===== config.mk =====
export PLATFORM = sky130hd
export DESIGN_NAME = i2c_register_master_top
export DESIGN_NICKNAME = d
export VERILOG_FILES = /design/src/rtl/i2crm_pkg.sv /design/src/rtl/i2c_register_master_top.sv /design/src/rtl/i2crm_wbuf.sv
export SDC_FILE = /design/constraint.sdc
export NUM_CORES = 1
export LEC_CHECK = 0
export ABC_CLOCK_PERIOD_IN_PS = 8850
export BUFFER_PORTS_ARGS = -buffer_cell sky130_fd_sc_hd__buf_4
export CORE_MARGIN = 2
export CORE_UTILIZATION = 45
export DETAILED_ROUTE_END_ITERATION = 10
export GPL_TIMING_DRIVEN = 0
export MAX_ROUTING_LAYER = met4
export PLACE_DENSITY = 0.68
export SKIP_CTS_REPAIR_TIMING = 1
export SLEW_MARGIN = 15
export SYNTH_ARGS = -nofsm -noshare
export SYNTH_HDL_FRONTEND = slang
export SYNTH_SLANG_ARGS = --single-unit

===== constraint.sdc =====
create_clock -name clk -period 8.85 [get_ports clk]
set_input_delay 1.3275 -clock clk [delete_from_list [all_inputs] [get_ports clk]]
set_output_delay 1.3275 -clock clk [all_outputs]
set_load 0.01 [all_outputs]

===== src/rtl/i2crm_pkg.sv =====
package i2crm_pkg;

	localparam int MAX_BURST_DEF = 16;

	typedef enum logic [4:0] {
		ST_IDLE, ST_PSTOP_A, ST_PSTOP_B, ST_PSTOP_C, ST_START_A, ST_START_B,
		ST_TX_LO, ST_TX_HI, ST_ACK_WAIT, ST_ACK_HI, ST_RX_LO, ST_RX_HI,
		ST_MACK_LO, ST_MACK_HI, ST_STOP_A, ST_STOP_B, ST_STOP_C
	} seq_t;

	typedef enum logic [2:0] {
		OPC_TICK = 3'd0, OPC_LOAD = 3'd1, OPC_PROBE = 3'd2, OPC_READ = 3'd3,
		OPC_WRITE = 3'd4
	} opc_t;

	typedef enum logic [1:0] {
		AOP_NONE = 2'd0, AOP_PROBE = 2'd1, AOP_READ = 2'd2, AOP_WRITE = 2'd3
	} aop_t;

	typedef enum logic [1:0] {
		STG_ADDR_W = 2'd0, STG_REG = 2'd1, STG_ADDR_R = 2'd2, STG_DATA = 2'd3
	} stg_t;

	localparam logic [1:0] STAT_OK = 2'd0;
	localparam logic [1:0] STAT_NACK = 2'd1;
	localparam logic [1:0] STAT_POLL = 2'd2;

	localparam logic [1:0] REG_DEV = 2'd0;
	localparam logic [1:0] REG_PHASE = 2'd1;
	localparam logic [1:0] REG_ACKW = 2'd2;
	localparam logic [1:0] REG_POLL = 2'd3;

	typedef struct packed {
		logic       scl;
		logic       pull;
		logic       busy;
		logic       rvalid;
		logic [7:0] rbyte;
		logic [3:0] ridx;
		logic       done;
		logic [1:0] status;
		logic       rej;
	} res_t;

endpackage


===== src/rtl/i2c_register_master_top.sv =====
// I2C register master. Each accepted input word is one bus tick: it carries the sampled
// SDA level and optionally a command (load buffer byte, probe, burst read, burst write).
// Exactly one result word is produced per input word, in the next cycle, through an output
// register; an input word can be accepted in every cycle while the output register is
// empty or being drained, so the sustained rate is one tick per clock. Bus phase lengths
// come from the REG_PHASE register, counted in input words, not clocks.
module i2c_register_master_top
	import i2crm_pkg::*;
#(
	parameter int MAX_BURST = MAX_BURST_DEF
) (
	input  logic        clk,
	input  logic        arst_n,
	input  logic        s_axis_tvalid,
	output logic        s_axis_tready,
	// opcode[2:0], reg_addr[10:3], byte_count[15:11], buf_index[19:16],
	// write_byte[27:20], sda_level[28], zero fill [31:29]
	input  logic [31:0] s_axis_tdata,
	output logic        m_axis_tvalid,
	input  logic        m_axis_tready,
	// scl_level[0], sda_pull_low[1], busy_res[2], read_valid[3], read_byte[11:4],
	// read_index[15:12], done_res[16], status[18:17], cmd_rejected[19], zero [23:20]
	output logic [23:0] m_axis_tdata,
	input  logic        cfg_valid,
	output logic        cfg_ready,
	input  logic [1:0]  cfg_index,
	input  logic [9:0]  cfg_data
);

	localparam int CW = $clog2(MAX_BURST + 1);

	logic [2:0] opcode;
	logic [7:0] reg_addr;
	logic [4:0] byte_count;
	logic [3:0] buf_index;
	logic [7:0] write_byte;
	logic       sda;
	assign opcode     = s_axis_tdata[2:0];
	assign reg_addr   = s_axis_tdata[10:3];
	assign byte_count = s_axis_tdata[15:11];
	assign buf_index  = s_axis_tdata[19:16];
	assign write_byte = s_axis_tdata[27:20];
	assign sda        = s_axis_tdata[28];

	logic [6:0] dev_q;
	logic [7:0] phase_q, ackl_q;
	logic [9:0] polll_q;

	seq_t       st_q, st_d;
	logic [7:0] tick_q, tick_d;
	logic [3:0] bit_q, bit_d;
	logic [4:0] pos_q, pos_d;
	logic [7:0] sh_q, sh_d;
	logic [7:0] ackc_q, ackc_d;
	logic [9:0] pollc_q, pollc_d;
	aop_t       aop_q, aop_d;
	logic [7:0] lreg_q, lreg_d;
	logic [CW-1:0] lcnt_q, lcnt_d;
	logic [1:0] rst_q, rst_d;
	stg_t       stg_q, stg_d;

	res_t res, res_s1;
	logic out_v_q;
	logic acc;

	assign s_axis_tready = !out_v_q || m_axis_tready;
	assign acc = s_axis_tvalid && s_axis_tready;
	assign cfg_ready = 1'b1;
	assign m_axis_tvalid = out_v_q;
	assign m_axis_tdata = {4'd0, res_s1.rej, res_s1.status, res_s1.done, res_s1.ridx,
		res_s1.rbyte, res_s1.rvalid, res_s1.busy, res_s1.pull, res_s1.scl};

	logic       wb_we;
	logic [3:0] wb_ra;
	logic [7:0] wb_rd;
	assign wb_we = acc && st_q == ST_IDLE && opcode == OPC_LOAD;

	// The next data byte's slot is fixed by the stage and position from the ack wait on,
	// so the registered read is settled before the acknowledged byte is followed.
	assign wb_ra = (stg_q == STG_REG) ? 4'd0 : (pos_q[3:0] + 4'd1);

	i2crm_wbuf #(
		.WIDTH(8), .DEPTH(16)
	) u_wbuf (
		.clk(clk), .we(wb_we), .waddr(buf_index), .wdata(write_byte),
		.raddr(wb_ra), .rdata(wb_rd)
	);

	always_ff @(posedge clk or negedge arst_n) begin
		if (!arst_n) begin
			dev_q   <= 7'd41;
			phase_q <= 8'd2;
			ackl_q  <= 8'd200;
			polll_q <= 10'd1000;
		end else if (cfg_valid) begin
			case (cfg_index)
				REG_DEV:   dev_q   <= cfg_data[6:0];
				REG_PHASE: phase_q <= cfg_data[7:0];
				REG_ACKW:  ackl_q  <= cfg_data[7:0];
				REG_POLL:  polll_q <= cfg_data;
				default:   ;
			endcase
		end
	end

	logic [7:0] ph_lim, ack_lim;
	logic [9:0] poll_lim;
	logic       pend;
	logic       ld_tx;
	stg_t       ld_stg;
	logic [CW-1:0] cnt_in;
	logic [4:0] pos_inc;
	logic [7:0] ackc_inc;
	logic [9:0] pollc_inc;
	logic [3:0] bit_inc;
	logic       more;

	assign ph_lim   = (phase_q == 8'd0) ? 8'd1 : phase_q;
	assign ack_lim  = (ackl_q == 8'd0) ? 8'd1 : ackl_q;
	assign poll_lim = (polll_q == 10'd0) ? 10'd1 : polll_q;
	assign pend     = ({1'b0, tick_q} + 9'd1) >= {1'b0, ph_lim};

	always_comb begin
		if (byte_count == 5'd0) cnt_in = CW'(1);
		else if (32'(byte_count) > MAX_BURST) cnt_in = CW'(MAX_BURST);
		else cnt_in = CW'(byte_count);
	end

	// Bus sequencer next state; transmit loads of the data stage take the buffer byte at the new byte position via sh_n.
	always_comb begin
		seq_t cur;
		st_d = st_q; tick_d = tick_q; bit_d = bit_q; pos_d = pos_q; sh_d = sh_q;
		ackc_d = ackc_q; pollc_d = pollc_q; aop_d = aop_q; lreg_d = lreg_q;
		lcnt_d = lcnt_q; rst_d = rst_q; stg_d = stg_q;
		ld_tx = 1'b0; ld_stg = STG_ADDR_W;
		pos_inc = 5'd0; ackc_inc = 8'd0; pollc_inc = 10'd0; bit_inc = 4'd0; more = 1'b0;
		res = '0;
		res.scl = 1'b1;

		if (acc && (opcode == OPC_LOAD || opcode == OPC_PROBE || opcode == OPC_READ
			|| opcode == OPC_WRITE)) begin
			if (st_q != ST_IDLE) begin
				res.rej = 1'b1;
			end else if (opcode != OPC_LOAD) begin
				lcnt_d = cnt_in; lreg_d = reg_addr; rst_d = STAT_OK; pollc_d = '0;
				pos_d = '0; bit_d = '0; ackc_d = '0; stg_d = STG_ADDR_W;
				aop_d = aop_t'(opcode[1:0] - 2'd1);
				st_d = (opcode == OPC_WRITE) ? ST_PSTOP_A : ST_START_A;
				tick_d = '0;
			end
		end

		cur = st_d;
		res.busy = acc && cur != ST_IDLE;
		if (acc) begin
			if (cur != ST_IDLE && !pend) tick_d = tick_d + 8'd1;
			case (cur)
				ST_IDLE: ;
				ST_PSTOP_A: begin
					res.scl = 1'b0; res.pull = 1'b1;
					if (pend) begin st_d = ST_PSTOP_B; tick_d = '0; end
				end
				ST_PSTOP_B: begin
					res.pull = 1'b1;
					if (pend) begin st_d = ST_PSTOP_C; tick_d = '0; end
				end
				ST_PSTOP_C: begin
					if (pend) begin stg_d = STG_ADDR_W; st_d = ST_START_A; tick_d = '0; end
				end
				ST_START_A: begin
					if (pend) begin st_d = ST_START_B; tick_d = '0; end
				end
				ST_START_B: begin
					res.pull = 1'b1;
					if (pend) begin ld_tx = 1'b1; ld_stg = stg_d; end
				end
				ST_TX_LO: begin
					res.scl = 1'b0; res.pull = !sh_d[7];
					if (pend) begin st_d = ST_TX_HI; tick_d = '0; end
				end
				ST_TX_HI: begin
					res.pull = !sh_d[7];
					if (pend) begin
						sh_d = {sh_d[6:0], 1'b0};
						bit_inc = bit_d + 4'd1;
						bit_d = bit_inc;
						tick_d = '0;
						if (bit_inc >= 4'd8) begin ackc_d = '0; st_d = ST_ACK_WAIT; end
						else st_d = ST_TX_LO;
					end
				end
				ST_ACK_WAIT: begin
					res.scl = 1'b0;
					tick_d = tick_q;
					if (!sda) begin
						st_d = ST_ACK_HI; tick_d = '0;
					end else begin
						ackc_inc = ackc_d + 8'd1;
						ackc_d = ackc_inc;
						if (ackc_inc == 8'd0 || ackc_inc >= ack_lim) begin
							if (aop_d == AOP_WRITE && stg_d == STG_ADDR_W) begin
								pollc_inc = pollc_d + 10'd1;
								pollc_d = pollc_inc;
								tick_d = '0;
								if (pollc_inc >= poll_lim) begin
									rst_d = STAT_POLL; st_d = ST_STOP_A;
								end else st_d = ST_START_A;
							end else begin
								rst_d = STAT_NACK; st_d = ST_STOP_A; tick_d = '0;
							end
						end
					end
				end
				ST_ACK_HI: begin
					if (pend) begin
						tick_d = '0;
						if (aop_d == AOP_PROBE) begin
							rst_d = STAT_OK; st_d = ST_STOP_A;
						end else if (stg_d == STG_ADDR_W) begin
							ld_tx = 1'b1; ld_stg = STG_REG;
						end else if (aop_d == AOP_READ) begin
							if (stg_d == STG_REG) begin
								stg_d = STG_ADDR_R; st_d = ST_START_A;
							end else begin
								pos_d = '0; bit_d = '0; sh_d = '0; st_d = ST_RX_LO;
							end
						end else if (stg_d == STG_REG) begin
							pos_d = '0; ld_tx = 1'b1; ld_stg = STG_DATA;
						end else begin
							pos_inc = pos_d + 5'd1;
							pos_d = pos_inc;
							if (32'(pos_inc) >= 32'(lcnt_d)) begin
								rst_d = STAT_OK; st_d = ST_STOP_A;
							end else begin
								ld_tx = 1'b1; ld_stg = STG_DATA;
							end
						end
					end
				end
				ST_RX_LO: begin
					res.scl = 1'b0;
					if (pend) begin st_d = ST_RX_HI; tick_d = '0; end
				end
				ST_RX_HI: begin
					if (pend) begin
						sh_d = {sh_d[6:0], sda};
						bit_inc = bit_d + 4'd1;
						bit_d = bit_inc;
						tick_d = '0;
						if (bit_inc >= 4'd8) begin
							res.rvalid = 1'b1; res.rbyte = sh_d; res.ridx = pos_d[3:0];
							st_d = ST_MACK_LO;
						end else st_d = ST_RX_LO;
					end
				end
				ST_MACK_LO, ST_MACK_HI: begin
					more = (32'(pos_d) + 32'd1) < 32'(lcnt_d);
					res.scl = (cur == ST_MACK_HI);
					res.pull = more;
					if (pend) begin
						tick_d = '0;
						if (cur == ST_MACK_LO) st_d = ST_MACK_HI;
						else begin
							pos_inc = pos_d + 5'd1;
							pos_d = pos_inc;
							if (32'(pos_inc) >= 32'(lcnt_d)) begin
								rst_d = STAT_OK; st_d = ST_STOP_A;
							end else begin
								bit_d = '0; sh_d = '0; st_d = ST_RX_LO;
							end
						end
					end
				end
				ST_STOP_A: begin
					res.scl = 1'b0; res.pull = 1'b1;
					if (pend) begin st_d = ST_STOP_B; tick_d = '0; end
				end
				ST_STOP_B: begin
					res.pull = 1'b1;
					if (pend) begin st_d = ST_STOP_C; tick_d = '0; end
				end
				ST_STOP_C: begin
					if (pend) begin res.done = 1'b1; st_d = ST_IDLE; tick_d = '0; end
				end
				default: st_d = ST_IDLE;
			endcase
			if (ld_tx) begin
				stg_d = ld_stg; bit_d = '0; st_d = ST_TX_LO; tick_d = '0;
				case (ld_stg)
					STG_ADDR_W: sh_d = {dev_q, 1'b0};
					STG_ADDR_R: sh_d = {dev_q, 1'b1};
					STG_REG:    sh_d = lreg_d;
					default:    sh_d = 8'h00;
				endcase
			end
		end
		res.status = rst_d;
	end

	// Buffer byte joins the data stage load after the position is settled.
	logic [7:0] sh_n;
	assign sh_n = (acc && ld_tx && ld_stg == STG_DATA) ? wb_rd : sh_d;

	always_ff @(posedge clk or negedge arst_n) begin
		if (!arst_n) begin
			st_q <= ST_IDLE; tick_q <= '0; bit_q <= '0; pos_q <= '0; sh_q <= '0;
			ackc_q <= '0; pollc_q <= '0; aop_q <= AOP_NONE; lreg_q <= '0;
			lcnt_q <= '0; rst_q <= STAT_OK; stg_q <= STG_ADDR_W; out_v_q <= 1'b0;
		end else begin
			if (acc) begin
				st_q <= st_d; tick_q <= tick_d; bit_q <= bit_d; pos_q <= pos_d;
				sh_q <= sh_n; ackc_q <= ackc_d; pollc_q <= pollc_d; aop_q <= aop_d;
				lreg_q <= lreg_d; lcnt_q <= lcnt_d; rst_q <= rst_d; stg_q <= stg_d;
				out_v_q <= 1'b1;
			end else if (m_axis_tready) begin
				out_v_q <= 1'b0;
			end
		end
	end

	always_ff @(posedge clk) begin
		if (acc) res_s1 <= res;
	end

endmodule


===== src/rtl/i2crm_wbuf.sv =====
module i2crm_wbuf #(
	parameter int WIDTH = 8,
	parameter int DEPTH = 16
) (
	input  logic                     clk,
	input  logic                     we,
	input  logic [$clog2(DEPTH)-1:0] waddr,
	input  logic [WIDTH-1:0]         wdata,
	input  logic [$clog2(DEPTH)-1:0] raddr,
	output logic [WIDTH-1:0]         rdata
);

	logic [WIDTH-1:0] mem_q [DEPTH];

	always_ff @(posedge clk) begin
		if (we) begin
			mem_q[waddr] <= wdata;
		end
		rdata <= mem_q[raddr];
	end

endmodule


==> results.sh <==
export IMPL_ys_seq_area_share_pct=53.3
export IMPL_status="finished clean"
export IMPL_yosysTopAreaCell="edfxtp_1"
export IMPL_avgSynthCellArea_um2=11.0
export IMPL_yosysWarnings=0
export IMPL_p_sw_share_pct=31.2
export IMPL_power_frac_clock_pct=34.8
export IMPL_cts_tree="yes"
export IMPL_internal_power_w=0.00244
export IMPL_hpwl_um=26200
export IMPL_cts_sinks=257
export IMPL_core_rowCount=63
export IMPL_clk_pin_slew_worst_paths_ns=0.06
export IMPL_coreArea_um2=29500
export IMPL_insertion_delay_ns=0.56
export IMPL_syn2layout_area_growth_pct=15.1
export IMPL_ys_seq_elements=257
export IMPL_period_share_pct=80.1
export IMPL_critPathLaunchType="input port"
export IMPL_first_iter_violations=876
export IMPL_worstMarginPinSlew_ns=1.11
export IMPL_min_delay_start="lcnt_q[1]"
export IMPL_critPathArrivalTime_ns=7.51
export IMPL_r2r_setup_slack_ns=2.53
export IMPL_relSlewSlack_pct=25.2
export IMPL_fp_dieH_um=177
export IMPL_finalWorstSetupSlack_ns=1.76
export IMPL_port_buffers=67
export IMPL_vias_per_cell=5.75
export IMPL_hold_ws_ns=0.469
export IMPL_cp_startpoint="s_axis_tdata[0]"
export IMPL_synth_area_um2=13400
export IMPL_drv_slew=0
export IMPL_dpl_worst_slack_ns=1.23
export IMPL_cap_violations=0
export IMPL_io_pins=76
export IMPL_vias=9952
export IMPL_rsz0062_at_grt="no"
export IMPL_htreeDepth=1
export IMPL_numCtsBuffers=29
export IMPL_drc=0
export IMPL_dr_pass1_iters=5
export IMPL_tns_ns=0
export IMPL_synth_edf_count=148
export IMPL_cellPowerDensity_nw_per_um2=230
export IMPL_drive_gt1_share_pct=15.2
export IMPL_grt_usage_pct=24.1
export IMPL_synthArstFlopShare_pct=39.3
export IMPL_grt_pass1_wl_um=56300
export IMPL_fin_nets=1411
export IMPL_die_width_um=177
export IMPL_ant_nets=0
export IMPL_grt_antenna_before_repair=1
export IMPL_ys_top_cells_by_area="edfxtp_1 (33%), dfrtp_1 (16%), nand2_1 (4.3%)"
export IMPL_start_util_pct=45.5
export IMPL_worstReg2RegStart="m_axis_tvalid"
export IMPL_setup_viol=0
export IMPL_netSwitchingPower_w=0.00111
export IMPL_fin_crit_ns=7.09
export IMPL_clock_fmax_mhz=141
export IMPL_path_class="input port to flip-flop"
export IMPL_skew_ns=0.0145
export IMPL_overflow=0
export IMPL_combinationalPowerShare_pct=24.6
export IMPL_globalplace_congestion=0.933
export IMPL_hold_path_depth=2
export IMPL_die_area_um2=31200
export IMPL_syn_inst=1217
export IMPL_wl_um=36400
export IMPL_grt_max_degree=102
export IMPL_yosysUniqueCellTypes=92
export IMPL_grt_pass1_vias=9919
export IMPL_cts_root_buf="clkbuf_16"
export IMPL_critPathRequiredTime_ns=9.27
export IMPL_fillers=2604
export IMPL_leakagePower_nw=6.08
export IMPL_clock_path_buffers=3
export IMPL_antenna_cells=0
export IMPL_seqPwrFrac_pct=40.6
export IMPL_peakVddDrop_mv=0.141
export IMPL_netlist_area_leader_share_pct=33.1
export IMPL_crit_fanout=10
export IMPL_hold_viol_final=0
export IMPL_wl_per_cell_um=21.0
export IMPL_timing_rr_end="sh_q[0]"
export IMPL_rr_worst_depth=23
export IMPL_min_path_type="flip-flop to flip-flop"
export IMPL_endpoint_kind="flip-flop"
export IMPL_synthFlopType="edfxtp_1"
export IMPL_hold_end="lcnt_q[1]"
synth_stat cells (25+ instances only):
library cell    n
a211oi_1       34
a21oi_1        54
and2_1         26
clkbuf_1       44
dfrtp_1        88
edfxtp_1      148
ha_1           43
inv_1          41
mux2_2         34
mux2i_1        41
nand2_1       154
nand3_1        26
nor2_1         74
nor2b_1        25
o21ai_0        43
flip-flops by register name, indices dropped and copies added, names as in the netlist, 7 cells and up:
register and count:
phase_q 8, u_wbuf.rdata 8, dev_q 7, ackl_q 8
m_axis_tdata 20, sh_q 8, tick_q 8, polll_q 10
u_wbuf.mem_q 128, ackc_q 8, lreg_q 8, pollc_q 10
cell usage in the layout, fill, tap and decap left out, drive strengths merged, types with 6 or more instances in the layout:
master and n:
clkinv 15, a311oi 13, mux4 8, buf 92
a31oi 19, dfstp 13, clkbuf 78, nand2 154
nor4 8, nand3b 6, edfxtp 148, nand2b 19
a211oi 34, mux2 36, nand3 28, xnor2 20
nor2 76, a21oi 55, a221oi 8, o21ai 58
mux2i 41, nand4 11, and2 26, ha 43
dfxtp 8, nor2b 25, a21o 12, nor3 18
o211ai 9, inv 42, xor2 11, and3 19
dfrtp 88, o31ai 10
routing by layer:
| metal | track usage (%) | share of wire, % |
|---|---|---|
| met2 | 40.0 | 49 |
| met1 | 30.7 | 42 |
| met5 | - | 0 |
| met4 | 7.61 | 3.2 |
| met3 | 3.46 | 5.8 |
through the flow:
stage	utilization, %	std cells	total power, W	instance area (µm²)
3_3_place_gp	48.9	1677	0.00231	14400
4_1_cts	52.3	1732	0.00356	15400
2_1_floorplan	-	1220	0.00203	13400
5_1_grt	52.4	1732	0.00371	15400
6_report	52.4	1732	0.00355	15400
3_5_place_dp	49.0	1678	0.00233	14500
final cells by class:
class / count / area, µm² / share of cell area [%]
timing repair buffer: 68 / 534 / 3.46
buffer: 68 / 299 / 1.94
multi-input combinational: 852 / 5830 / 37.8
sequential: 257 / 7150 / 46.3
inverter: 43 / 161 / 1.05
clock inverter: 20 / 230 / 1.49
tap: 390 / 488 / 3.16
clock buffer: 34 / 744 / 4.82
how the worst max path moves through the flow:
stage                   end  depth (start not counted)
detailed placement  sh_q[0]                         25
CTS                 st_q[3]                         24
global placement    st_q[3]                         24
floorplan           st_q[3]                         23
global route        sh_q[1]                         24
finish              sh_q[0]                         25
power groups by stage:
| stage | registers (W) | clock network, W | logic, W |
|---|---|---|---|
| 6_report | 0.00144 | 0.00124 | 0.000873 |
| 5_1_grt | 0.00145 | 0.00130 | 0.000956 |
| 4_1_cts | 0.00144 | 0.00125 | 0.000864 |
| 3_5_place_dp | 0.00147 | 0 | 0.000859 |
| 3_3_place_gp | 0.00146 | 0 | 0.000853 |
| 2_1_floorplan | 0.00145 | 0 | 0.000584 |
critical path, cell delays in order:
cell      delay, ns
buf_4          0.13
inv_1          0.07
ha_1           0.19
and2_1         0.14
clkbuf_1       0.17
a21o_1         0.23
nand2_1        0.14
clkbuf_1       0.48
clkbuf_1       0.58
clkbuf_1       0.53
and2_1         0.21
ha_1           0.23
and3_1         0.25
xnor2_1        0.13
nor2_1         0.09
ha_1           0.36
nand4_1        0.13
a21oi_1        0.09
o41a_1         0.46
o41a_1         0.48
o21ai_2        0.31
o211ai_2       0.28
buf_2          0.29
nand2_1        0.10
o31ai_1        0.07
cells by family after synthesis:
| kind of cell | Yosys count | synth area share [%] |
|---|---|---|
| compound gates | 277 | 14.5 |
| xor+xnor | 31 | 2.08 |
| fa+ha+maj | 43 | 4.01 |
| buf+inv | 111 | 3.42 |
| flops | 257 | 53.3 |
| mux | 85 | 7.45 |
| other cells | 2 | 0.0560 |
| simple gates | 411 | 15.2 |
Note: power is estimated with default switching activity, not from simulation.
